File: src/rtl/core/hu8v_pkg.sv
package hu8v_pkg;

	// Verdict codes carried in the status field
	typedef enum logic [2:0] {
		ST_OK        = 3'd0,
		ST_ODD_LEN   = 3'd1,
		ST_BAD_HEX   = 3'd2,
		ST_BAD_LEAD  = 3'd3,
		ST_BAD_CONT  = 3'd4,
		ST_TRUNC     = 3'd5,
		ST_BAD_CODE  = 3'd6
	} status_t;

	// One character request
	typedef struct packed {
		logic [7:0] hex_char;
		logic       has_char;
		logic       last;
	} char_req_t;

	// One result request
	typedef struct packed {
		logic [7:0] byte_out;
		logic       byte_ready;
		logic       string_end;
		status_t    status;
	} res_req_t;

	localparam int CP_W = 21;

	localparam logic [7:0]      LEAD2_LO = 8'hc2;
	localparam logic [7:0]      LEAD2_HI = 8'hdf;
	localparam logic [7:0]      LEAD3_LO = 8'he0;
	localparam logic [7:0]      LEAD3_HI = 8'hef;
	localparam logic [7:0]      LEAD4_LO = 8'hf0;
	localparam logic [7:0]      LEAD4_HI = 8'hf4;
	localparam logic [7:0]      CONT_MASK = 8'hc0;
	localparam logic [7:0]      CONT_TAG  = 8'h80;
	localparam logic [CP_W-1:0] MIN_2B    = 21'h00080;
	localparam logic [CP_W-1:0] MIN_3B    = 21'h00800;
	localparam logic [CP_W-1:0] MIN_4B    = 21'h10000;
	localparam logic [CP_W-1:0] CP_MAX    = 21'h10ffff;
	localparam logic [CP_W-1:0] SURR_LO   = 21'h0d800;
	localparam logic [CP_W-1:0] SURR_HI   = 21'h0dfff;

	// Bit 4 set means not a hex digit
	function automatic logic [4:0] digit_value(input logic [7:0] c);
		logic [4:0] v;
		begin
			if (c >= 8'h30 && c <= 8'h39) begin
				v = {1'b0, c[3:0]};
			end else if ((c >= 8'h61 && c <= 8'h66) || (c >= 8'h41 && c <= 8'h46)) begin
				v = {1'b0, c[3:0] + 4'd9};
			end else begin
				v = 5'h10;
			end
			return v;
		end
	endfunction

endpackage

File: src/rtl/core/hex_utf8_string_validator_top.sv
// Hex string decoder with strict UTF-8 checking. Characters arrive one per
// request on the char channel (has_char low with last low is an idle request,
// has_char low with last high closes the string without a character). Every
// request yields exactly one result request: a completed digit pair puts out
// its byte with byte_ready set, and the last request of a string carries the
// verdict in status with string_end set. Priority of the verdict: odd length,
// then a non-hex character, then the first UTF-8 fault (bad lead, bad
// continuation, truncated sequence, overlong/surrogate/out-of-range code
// point). After a verdict the decoder starts afresh. One request is taken
// every clock unless char_stall is high; a request passes through an input
// register and then a result register. The single decode stage sets the
// rate: all decoder state updates in the cycle a request leaves the input
// register. char_stall follows res_stall while a result is held.
module hex_utf8_string_validator_top (
	input  logic                 clk,
	input  logic                 arst_n,
	input  logic                 char_valid,
	output logic                 char_stall,
	input  hu8v_pkg::char_req_t  char_req,
	output logic                 res_valid,
	input  logic                 res_stall,
	output hu8v_pkg::res_req_t   res_req
);

	localparam int CPW = hu8v_pkg::CP_W;

	// whole pipe moves unless a held result is stalled
	logic advance;
	assign advance    = !(res_valid && res_stall);
	assign char_stall = !advance;

	// input register
	logic                s1_valid_s1;
	hu8v_pkg::char_req_t req_s1;

	always_ff @(posedge clk or negedge arst_n) begin
		if (!arst_n) begin
			s1_valid_s1 <= 1'b0;
		end else if (advance) begin
			s1_valid_s1 <= char_valid;
		end
	end

	always_ff @(posedge clk) begin
		if (advance && char_valid) begin
			req_s1 <= char_req;
		end
	end

	// decoder state
	logic                half_pending_q;
	logic [3:0]          high_nibble_q;
	logic [1:0]          cont_left_q;
	logic [1:0]          cont_total_q;
	logic [CPW-1:0]      code_point_q;
	logic                bad_digit_q;
	hu8v_pkg::status_t   utf_err_q;

	logic                half_pending_d;
	logic [3:0]          high_nibble_d;
	logic [1:0]          cont_left_d;
	logic [1:0]          cont_total_d;
	logic [CPW-1:0]      code_point_d;
	logic                bad_digit_d;
	hu8v_pkg::status_t   utf_err_d;
	hu8v_pkg::res_req_t  res_d;

	logic [4:0]          dval;
	logic [3:0]          nib;
	logic [7:0]          b;
	logic [CPW-1:0]      cp_new;
	logic [CPW-1:0]      cp_min;

	always_comb begin
		dval = hu8v_pkg::digit_value(req_s1.hex_char);
		nib  = dval[4] ? 4'd0 : dval[3:0];
		b    = {high_nibble_q, nib};
		cp_new = {code_point_q[CPW-7:0], b[5:0]};
		case (cont_total_q)
			2'd1:    cp_min = hu8v_pkg::MIN_2B;
			2'd2:    cp_min = hu8v_pkg::MIN_3B;
			default: cp_min = hu8v_pkg::MIN_4B;
		endcase

		half_pending_d = half_pending_q;
		high_nibble_d  = high_nibble_q;
		cont_left_d    = cont_left_q;
		cont_total_d   = cont_total_q;
		code_point_d   = code_point_q;
		bad_digit_d    = bad_digit_q;
		utf_err_d      = utf_err_q;
		res_d          = '0;

		if (req_s1.has_char) begin
			if (dval[4]) begin
				bad_digit_d = 1'b1;
			end
			if (!half_pending_q) begin
				high_nibble_d  = nib;
				half_pending_d = 1'b1;
			end else begin
				res_d.byte_out   = b;
				res_d.byte_ready = 1'b1;
				half_pending_d   = 1'b0;
				high_nibble_d    = 4'd0;
				// UTF-8 check of the completed byte
				if (utf_err_q != hu8v_pkg::ST_OK) begin
					// a bad continuation still counts down its sequence
					if (utf_err_q == hu8v_pkg::ST_BAD_CONT && cont_left_q != 2'd0) begin
						cont_left_d = cont_left_q - 2'd1;
					end
				end else if (cont_left_q == 2'd0) begin
					if (!b[7]) begin
						// plain ASCII
					end else if (b >= hu8v_pkg::LEAD2_LO && b <= hu8v_pkg::LEAD2_HI) begin
						cont_left_d  = 2'd1;
						cont_total_d = 2'd1;
						code_point_d = {{(CPW-5){1'b0}}, b[4:0]};
					end else if (b >= hu8v_pkg::LEAD3_LO && b <= hu8v_pkg::LEAD3_HI) begin
						cont_left_d  = 2'd2;
						cont_total_d = 2'd2;
						code_point_d = {{(CPW-4){1'b0}}, b[3:0]};
					end else if (b >= hu8v_pkg::LEAD4_LO && b <= hu8v_pkg::LEAD4_HI) begin
						cont_left_d  = 2'd3;
						cont_total_d = 2'd3;
						code_point_d = {{(CPW-3){1'b0}}, b[2:0]};
					end else begin
						utf_err_d = hu8v_pkg::ST_BAD_LEAD;
					end
				end else begin
					cont_left_d = cont_left_q - 2'd1;
					if ((b & hu8v_pkg::CONT_MASK) != hu8v_pkg::CONT_TAG) begin
						utf_err_d = hu8v_pkg::ST_BAD_CONT;
					end else begin
						code_point_d = cp_new;
						if (cont_left_q == 2'd1) begin
							if (cp_new < cp_min || cp_new > hu8v_pkg::CP_MAX ||
							    (cp_new >= hu8v_pkg::SURR_LO && cp_new <= hu8v_pkg::SURR_HI)) begin
								utf_err_d = hu8v_pkg::ST_BAD_CODE;
							end
						end
					end
				end
			end
		end

		if (req_s1.last) begin
			res_d.string_end = 1'b1;
			if (half_pending_d) begin
				res_d.status = hu8v_pkg::ST_ODD_LEN;
			end else if (bad_digit_d) begin
				res_d.status = hu8v_pkg::ST_BAD_HEX;
			end else if (utf_err_d == hu8v_pkg::ST_BAD_CONT && cont_left_d != 2'd0) begin
				res_d.status = hu8v_pkg::ST_TRUNC;
			end else if (utf_err_d != hu8v_pkg::ST_OK) begin
				res_d.status = utf_err_d;
			end else if (cont_left_d != 2'd0) begin
				res_d.status = hu8v_pkg::ST_TRUNC;
			end else begin
				res_d.status = hu8v_pkg::ST_OK;
			end
			half_pending_d = 1'b0;
			high_nibble_d  = 4'd0;
			cont_left_d    = 2'd0;
			cont_total_d   = 2'd0;
			code_point_d   = '0;
			bad_digit_d    = 1'b0;
			utf_err_d      = hu8v_pkg::ST_OK;
		end
	end

	// state and result register
	always_ff @(posedge clk or negedge arst_n) begin
		if (!arst_n) begin
			half_pending_q <= 1'b0;
			high_nibble_q  <= 4'd0;
			cont_left_q    <= 2'd0;
			cont_total_q   <= 2'd0;
			code_point_q   <= '0;
			bad_digit_q    <= 1'b0;
			utf_err_q      <= hu8v_pkg::ST_OK;
			res_valid      <= 1'b0;
		end else if (advance) begin
			res_valid <= s1_valid_s1;
			if (s1_valid_s1) begin
				half_pending_q <= half_pending_d;
				high_nibble_q  <= high_nibble_d;
				cont_left_q    <= cont_left_d;
				cont_total_q   <= cont_total_d;
				code_point_q   <= code_point_d;
				bad_digit_q    <= bad_digit_d;
				utf_err_q      <= utf_err_d;
			end
		end
	end

	always_ff @(posedge clk) begin
		if (advance && s1_valid_s1) begin
			res_req <= res_d;
		end
	end

endmodule

File: config.mk
export PLATFORM = sky130hd
export DESIGN_NAME = hex_utf8_string_validator_top
export DESIGN_NICKNAME = d
export VERILOG_FILES = /design/src/rtl/core/hu8v_pkg.sv /design/src/rtl/core/hex_utf8_string_validator_top.sv
export SDC_FILE = /design/constraint.sdc
export NUM_CORES = 1
export LEC_CHECK = 0
export ABC_AREA = 1
export BUFFER_PORTS_ARGS = -buffer_cell sky130_fd_sc_hd__buf_2
export CORE_ASPECT_RATIO = 0.7
export CORE_MARGIN = 2
export CORE_UTILIZATION = 63
export DETAILED_ROUTE_END_ITERATION = 16
export GPL_ROUTABILITY_DRIVEN = 1
export GPL_TIMING_DRIVEN = 0
export PLACE_DENSITY = 0.84
export SLEW_MARGIN = 20
export SYNTH_ARGS = -nofsm -noshare
export SYNTH_HDL_FRONTEND = slang
export SYNTH_SLANG_ARGS = --single-unit
File: constraint.sdc
create_clock -name clk -period 7 [get_ports clk]
set_clock_uncertainty 0.2 [all_clocks]
set_input_delay 1.05 -clock clk [delete_from_list [all_inputs] [get_ports clk]]
set_output_delay 1.05 -clock clk [all_outputs]
set_load 0.01 [all_outputs]
==> results of run 1 <==
final cells by class:
| class | instances | area share, % |
|---|---|---|
| Timing Repair Buffer | 28 | 4.36 |
| Multi-Input combinational cell | 202 | 37.1 |
| Sequential cell | 53 | 44.8 |
| Clock inverter | 3 | 1.28 |
| Tap cell | 55 | 2.14 |
| Buffer | 3 | 1.09 |
| Inverter | 59 | 7.05 |
| Clock buffer | 5 | 2.14 |
where the power goes:
group	leakage (nW)	internal [mW]	switching, mW	total, mW
clock network	0.0518	0.105	0.101	0.207
logic	0.855	0.0500	0.0942	0.144
registers	0.630	0.350	0.0131	0.363
total	1.54	0.505	0.208	0.714
sequential cells by signal, indices dropped and copies added (netlist names):
name and flops:
bad_digit_q 1, res_valid 1, res_req 13, s1_valid_s1 1, half_pending_q 1, cont_left_q 2, cont_total_q 2, utf_err_q 3
high_nibble_q 4, req_s1 10, code_point_q 15
worst max-delay path, stage by stage:
cell	delay (ns)
buf_2	0.09
nand2_1	0.11
inv_1	0.07
nor2_2	0.70
inv_1	0.28
a21oi_1	0.23
o21ai_0	0.15
nand2_1	0.14
nand2_4	0.11
inv_4	0.10
buf_12	0.14
nand3_2	0.06
o21ai_2	0.07
synth_stat cells, types with 2 or more instances:
| cell type | instances |
|---|---|
| a21oi_1 | 13 |
| dfrtp_1 | 30 |
| edfxtp_1 | 23 |
| ha_1 | 10 |
| inv_1 | 53 |
| inv_2 | 4 |
| inv_4 | 2 |
| nand2_1 | 55 |
| nand2_2 | 10 |
| nand2_4 | 7 |
| nand3_1 | 22 |
| nand3_2 | 4 |
| nand4_1 | 2 |
| nor2_1 | 25 |
| nor2_2 | 3 |
| nor2_4 | 5 |
| nor3_1 | 4 |
| o21ai_0 | 6 |
| o21ai_1 | 6 |
| o21ai_2 | 8 |
| o22ai_1 | 8 |
| o31ai_1 | 2 |
| xor2_1 | 2 |
cell families (layout without fill, tap and decap cells):
group	count (synthesis)	in the layout	synth area share, %
and+or+nand+nor	140	140	25.3
buffers and inverters	62	98	9.04
adders and majority gates	10	10	4.33
DFF	53	53	49.8
xor gates and xnor gates	2	2	0.606
AOI/OAI and AO/OA	50	50	10.9
worst max path at each step:
stage | endpoint | slack [ns] | cells past startpoint
after floorplan | code_point_q[10]$_DFFE_PN0P_ | 3.68 | 12
after global placement | code_point_q[10]$_DFFE_PN0P_ | 3.05 | 13
after detailed placement | code_point_q[14]$_DFFE_PN0P_ | 3.47 | 13
after CTS | code_point_q[10]$_DFFE_PN0P_ | 3.76 | 13
after global routing | code_point_q[10]$_DFFE_PN0P_ | 3.47 | 13
final | code_point_q[10]$_DFFE_PN0P_ | 3.73 | 13
per-stage QoR:
step	cell area [µm²]	total power [mW]	util [%]	hold WS [ns]
after floorplan	2890	0.468	-	0.224
after global placement	3100	0.504	70.8	0.231
after detailed placement	3100	0.510	70.9	0.233
after CTS	3210	0.716	73.4	0.255
after global routing	3210	0.751	73.4	0.269
final	3210	0.714	73.4	0.263
routing by layer:
metal	up-vias	wire length [µm]	track usage, %	part of all wire (%)
li1	1110	-	-	-
met1	1009	2710	35.5	48
met2	78	2430	36.7	43
met3	8	438	5.31	7.8
met4	0	61	8.39	1.1
met5	-	0	0	0
==> metrics.md, run 1 <==
| Metric | Value |
|---|---|
| Status | finished, final reports clean |
| Fillers | 325 |
| DIE AREA | 5160 µm² |
| Routed WL | 5640 µm |
| Period Utilization, post-route | 46.7% |
| Worst Setup Slack, final | 3.73 ns |
| Top FF cell, synth | dfrtp_1 |
| Peak VDD IR | 161 µV |
| TritonCTS clock tree | done |
| Io pins | 29 |
| Post-cts sizing count | 0 |
| Share of cells above drive strength 1 | 24.1% |
| Hold-fix buffers, CTS | 0 |
| PwrDens | 222 nW/µm² |
| CTS HTree Levels | 2 |
| Setup repair bufs after CTS | 0 |
| Sequential element share of the synthesized area | 49.8% |
| Clk slew on worst S/H paths | 0.09 ns |
| Ant diodes | 0 |
| Hold endpoint | res_req[3]$_DFFE_PP_ |
| Placed Instances | 400 |
| Residual DRC count | 0 |
| R2r worst-path depth | 12 |
| Worst-margin pin slew | 0.919 ns |
| FF-to-FF End | code_point_q[10]$_DFFE_PN0P_ |
| Fraction of registers with async set/reset | 56.6% |
| 1st-pass router iterations | 4 |
| Area growth, synth to finish | 11.1% |
| Total gr overflow | 0 |
| Die width | 85.0 µm |
| Post-synth EDFFs | 23 |
| Seq cells post-synth | 53 |
| F_max | 306 MHz |
| Total Neg Setup Slack | 0 ns |
| Crit path kind | in2reg |
| Crit end category | register |
| Syn_area_per_cell | 9.13 µm² |
| Die height | 60.7 µm |
| Cts bufs inserted | 5 |
| Cell taking the most area after synthesis | dfrtp_1 |
| Critical path launch point type | primary input |
| Arrival time of the worst setup path | 3.31 ns |
| Final max-slew violation count | 0 |
| Yosys Warn Count | 0 |
| Unrepaired setup endpoints after global routing | false |
| Row Count | 20 |
| Top cell type's share of synthesized area | 26.0% |
| Core Area | 4380 µm² |
| Pin count of the biggest net entering global routing | 31 |
| Worst Path Required | 7.04 ns |
| Detailed-route wire length per cell | 13.8 µm |
| # setup viols final | 0 |
| Final hold vios | 0 |
| Worst relative slew slack | 38.6% |
| Vias in the first global route | 2100 |
| Static leakage | 1.54 nW |
| Most common cell after layout, fill and taps aside | nand2_1 |
| R2r setup slk | 4.15 ns |
| Synth Net Count | 341 |
| Synth Cell Area | 2890 µm² |
| Setup crit start | res_stall |
| Commonest non-fill, non-tap cells in the layout | nand2_1, inv_1, dfrtp_1, buf_2, nor2_1 |
| Storage element area | 1440 µm² |
| Sink Count | 53 |
| Clock latency on the worst-skew pair | 0.31 ns |
| Tot GR Track Use | 24.3% |
| Starting Density | 66.1% |
| Footprint of the multi-input gates | 1190 µm² |
| Min cycle time layout | 3.27 ns |
| Hold Path Class | reg2reg |
| Hold path depth | 0 |
| Nets | 376 |
| ANT nets after route | 0 |
| Routability cong. | 0.908 |
| First-pass GRT wire length | 9690 µm |
| Initial antenna violation count | 0 |
| MaxCap Viol Count | 0 |
| Synth unique cells | 36 |
| Cell count after synthesis | 317 |
| Buffers added on ports | 28 |
| Total number of vias | 2205 |
| Min-Delay Startpoint | req_s1[0]$_DFFE_PP_ |
| CTS max path bufs | 2 |
| Non-filler instance count after layout | 408 |
| Clock Tree Root | clkbuf_8 |
| Worst-path fanout max | 19 |
| Pre-CTS WS | 3.47 ns |
| Post-DP HPWL | 4140 µm |
| RR Startpoint | res_valid$_DFFE_PN0N_ |
| Initial drt markers | 161 |
| Dominant cells by area after synthesis | dfrtp_1, edfxtp_1, nand2_1, inv_1, ha_1 |
| Vias/cell | 5.40 |
Note: power is estimated with default switching activity, not from simulation.
==> inputs of run 2 (changes only) <==
- CORE_UTILIZATION: 63 -> 53
- PLACE_DENSITY: 0.84 -> 0.76
- clock period: 7 -> 2.9 ns (I/O delays scaled with it)
==> run 2 against run 1 <==
Net effect: worst hold slack worse by 0.18 ns; total power is 130% higher; clock power is 100% higher; first-iteration DRC count is 53% lower; final cell count is 4.7% higher; routed wire length is 1.8% higher; via count is 1.6% higher; sequential power is 140% higher.
==> metrics.md, run 2 (synthesis gave the netlist of run 1 again) <==
| Metric | Value |
|---|---|
| Vias/cell | 5.25 |
| Routed WL | 5740 µm |
| Commonest non-fill, non-tap cells in the layout | nand2_1, inv_1, dfrtp_1, buf_2, nor2_1 |
| Detailed-route wire length per cell | 13.4 µm |
| Met3 usage | 4.33% |
| Status | finished, final reports clean |
| Min-Delay Startpoint | char_req[6] |
| Top Registers | code_point_q (15), res_req (13), req_s1 (10) |
| F_max | 371 MHz |
| Hold Path Class | in2reg |
| 1st-pass router iterations | 4 |
| Period Utilization, post-route | 92.9% |
| CTS HTree Levels | 2 |
| Unrepaired setup endpoints after global routing | false |
| Buf/Inv on CP | 1 |
| Max FFs per register | 15 |
| Nets | 378 |
| Clock latency on the worst-skew pair | 0.31 ns |
| Total gr overflow | 0 |
| Worst-margin pin slew | 0.663 ns |
| Biggest register | code_point_q |
| Footprint of the multi-input gates | 1220 µm² |
| Post-DP HPWL | 4290 µm |
| Area growth, synth to finish | 12.8% |
| # setup viols final | 0 |
| Share of cells above drive strength 1 | 26.8% |
| First-pass GRT wire length | 9900 µm |
| CTS max path bufs | 2 |
| ANT nets after route | 0 |
| GRT busiest layer | met2 |
| Vias in the first global route | 2199 |
| MaxCap Viol Count | 0 |
| Starting Density | 55.0% |
| Total number of vias | 2240 |
| Area post-placement | 3130 µm² |
| Critical path launch point type | register |
| CP max-delay cell | edfxtp_1 |
| Total Neg Setup Slack | 0 ns |
| Tot GR Track Use | 20.9% |
| Static leakage | 1.53 nW |
| Worst path max stage delay | 0.47 ns |
| Total power | 1.65 mW |
| Cell mode on critical path | nand2_1 |
| TritonCTS clock tree | done |
| Final hold vios | 0 |
| Die width | 92.3 µm |
| Met2 Usage GRT | 33.2% |
| Crit path cell chain | ha_2 -> o21ai_2 -> nand2_2 -> nand2_4 -> inv_2 -> nand2_1 -> nand2_2 -> nand2_2 -> nor2_4 -> nor2_4 -> nor2_4 -> nand2_1 -> nand2_1 -> a21oi_2 -> nand3_2 -> nand2_1 -> nand2_1 -> nand2_1 -> a21oi_2 |
| Met1 Resource Use GR | 29.5% |
| Arrival time of the worst setup path | 2.56 ns |
| Core Area | 5260 µm² |
| Final max-slew violation count | 0 |
| Worst Path Required | 2.77 ns |
| Clock Tree Root | clkbuf_8 |
| Pin count of the biggest net entering global routing | 31 |
| Crit end category | register |
| Io pins | 29 |
| Clk slew on worst S/H paths | 0.10 ns |
| PwrDens | 506 nW/µm² |
| Buffers added on ports | 28 |
| Die height | 65.8 µm |
| Min cycle time layout | 2.69 ns |
| Cts bufs inserted | 5 |
| Cell family with most CP delay | simple AND/OR/NAND/NOR gates |
| Row Count | 22 |
| Sink Count | 53 |
| Peak VDD IR | 301 µV |
| Crit path kind | reg2reg |
| Worst-path fanout max | 4 |
| Residual DRC count | 0 |
| Final instance area | 3260 µm² |
| Storage element area | 1440 µm² |
| Fillers | 484 |
| Initial drt markers | 76 |
| DIE AREA | 6070 µm² |
| Initial antenna violation count | 0 |
| Setup crit start | req_s1[2]$_DFFE_PP_ |
| Ant diodes | 0 |
| Routability cong. | 0.856 |
| Worst relative slew slack | 55.8% |
| Hold slack | 0.0864 ns |
| Most common cell after layout, fill and taps aside | nand2_1 |
| RR Startpoint | req_s1[2]$_DFFE_PP_ |
## run 2: stage by stage
| stage | setup slack (ns) | cells | utilization (%) |
|---|---|---|---|
| floorplan | 0.199 | 317 | - |
| global placement | -0.506 | 417 | 59.4 |
| detailed placement | -0.0463 | 417 | 59.4 |
| CTS | 0.0492 | 426 | 61.4 |
| global route | 0.0165 | 427 | 62.1 |
| finish | 0.207 | 427 | 62.1 |
## run 2: area by class of cell
cell class / count / share of cell area (%)
Buffer: 3 / 1.07
Clock buffer: 5 / 2.11
Clock inverter: 3 / 0.690
Inverter: 59 / 6.94
Multi-Input combinational cell: 202 / 37.4
Sequential cell: 53 / 44.2
Tap cell: 72 / 2.76
Timing Repair Buffer: 30 / 4.83
## run 2: power breakdown
group	total (mW)	switching (mW)	internal, mW	leakage [nW]
Combinational	0.360	0.231	0.130	0.865
Sequential	0.876	0.0309	0.845	0.630
Clock	0.416	0.247	0.170	0.0364
## run 2: per-layer routing
| metal | share of wire, % | up-vias |
|---|---|---|
| met3 | 5.6 | 5 |
| li1 | - | 1108 |
| met4 | 0.59 | 0 |
| met1 | 50 | 1065 |
| met2 | 43 | 62 |
| met5 | 0 | - |
## run 2: final timing paths
path,cells after the start,endpoint,slack (ns)
max,19,res_req[0]$_SDFFCE_PN0P_,0.21
min,1,req_s1[6]$_DFFE_PP_,0.09
max reg2reg,19,res_req[0]$_SDFFCE_PN0P_,0.21
min reg2reg,0,res_req[3]$_DFFE_PP_,0.28
max in group asynchronous,2,high_nibble_q[0]$_DFFE_PN0P_,1.58
min in group asynchronous,2,high_nibble_q[2]$_DFFE_PN0P_,0.49
## run 2: timing repair
action                                  CTS  global route
gates resized for setup                   0             9
hold buffers                              1             0
setup buffers                             0             1
endpoints found under the setup margin    0            20
hold endpoints to repair                 30             0
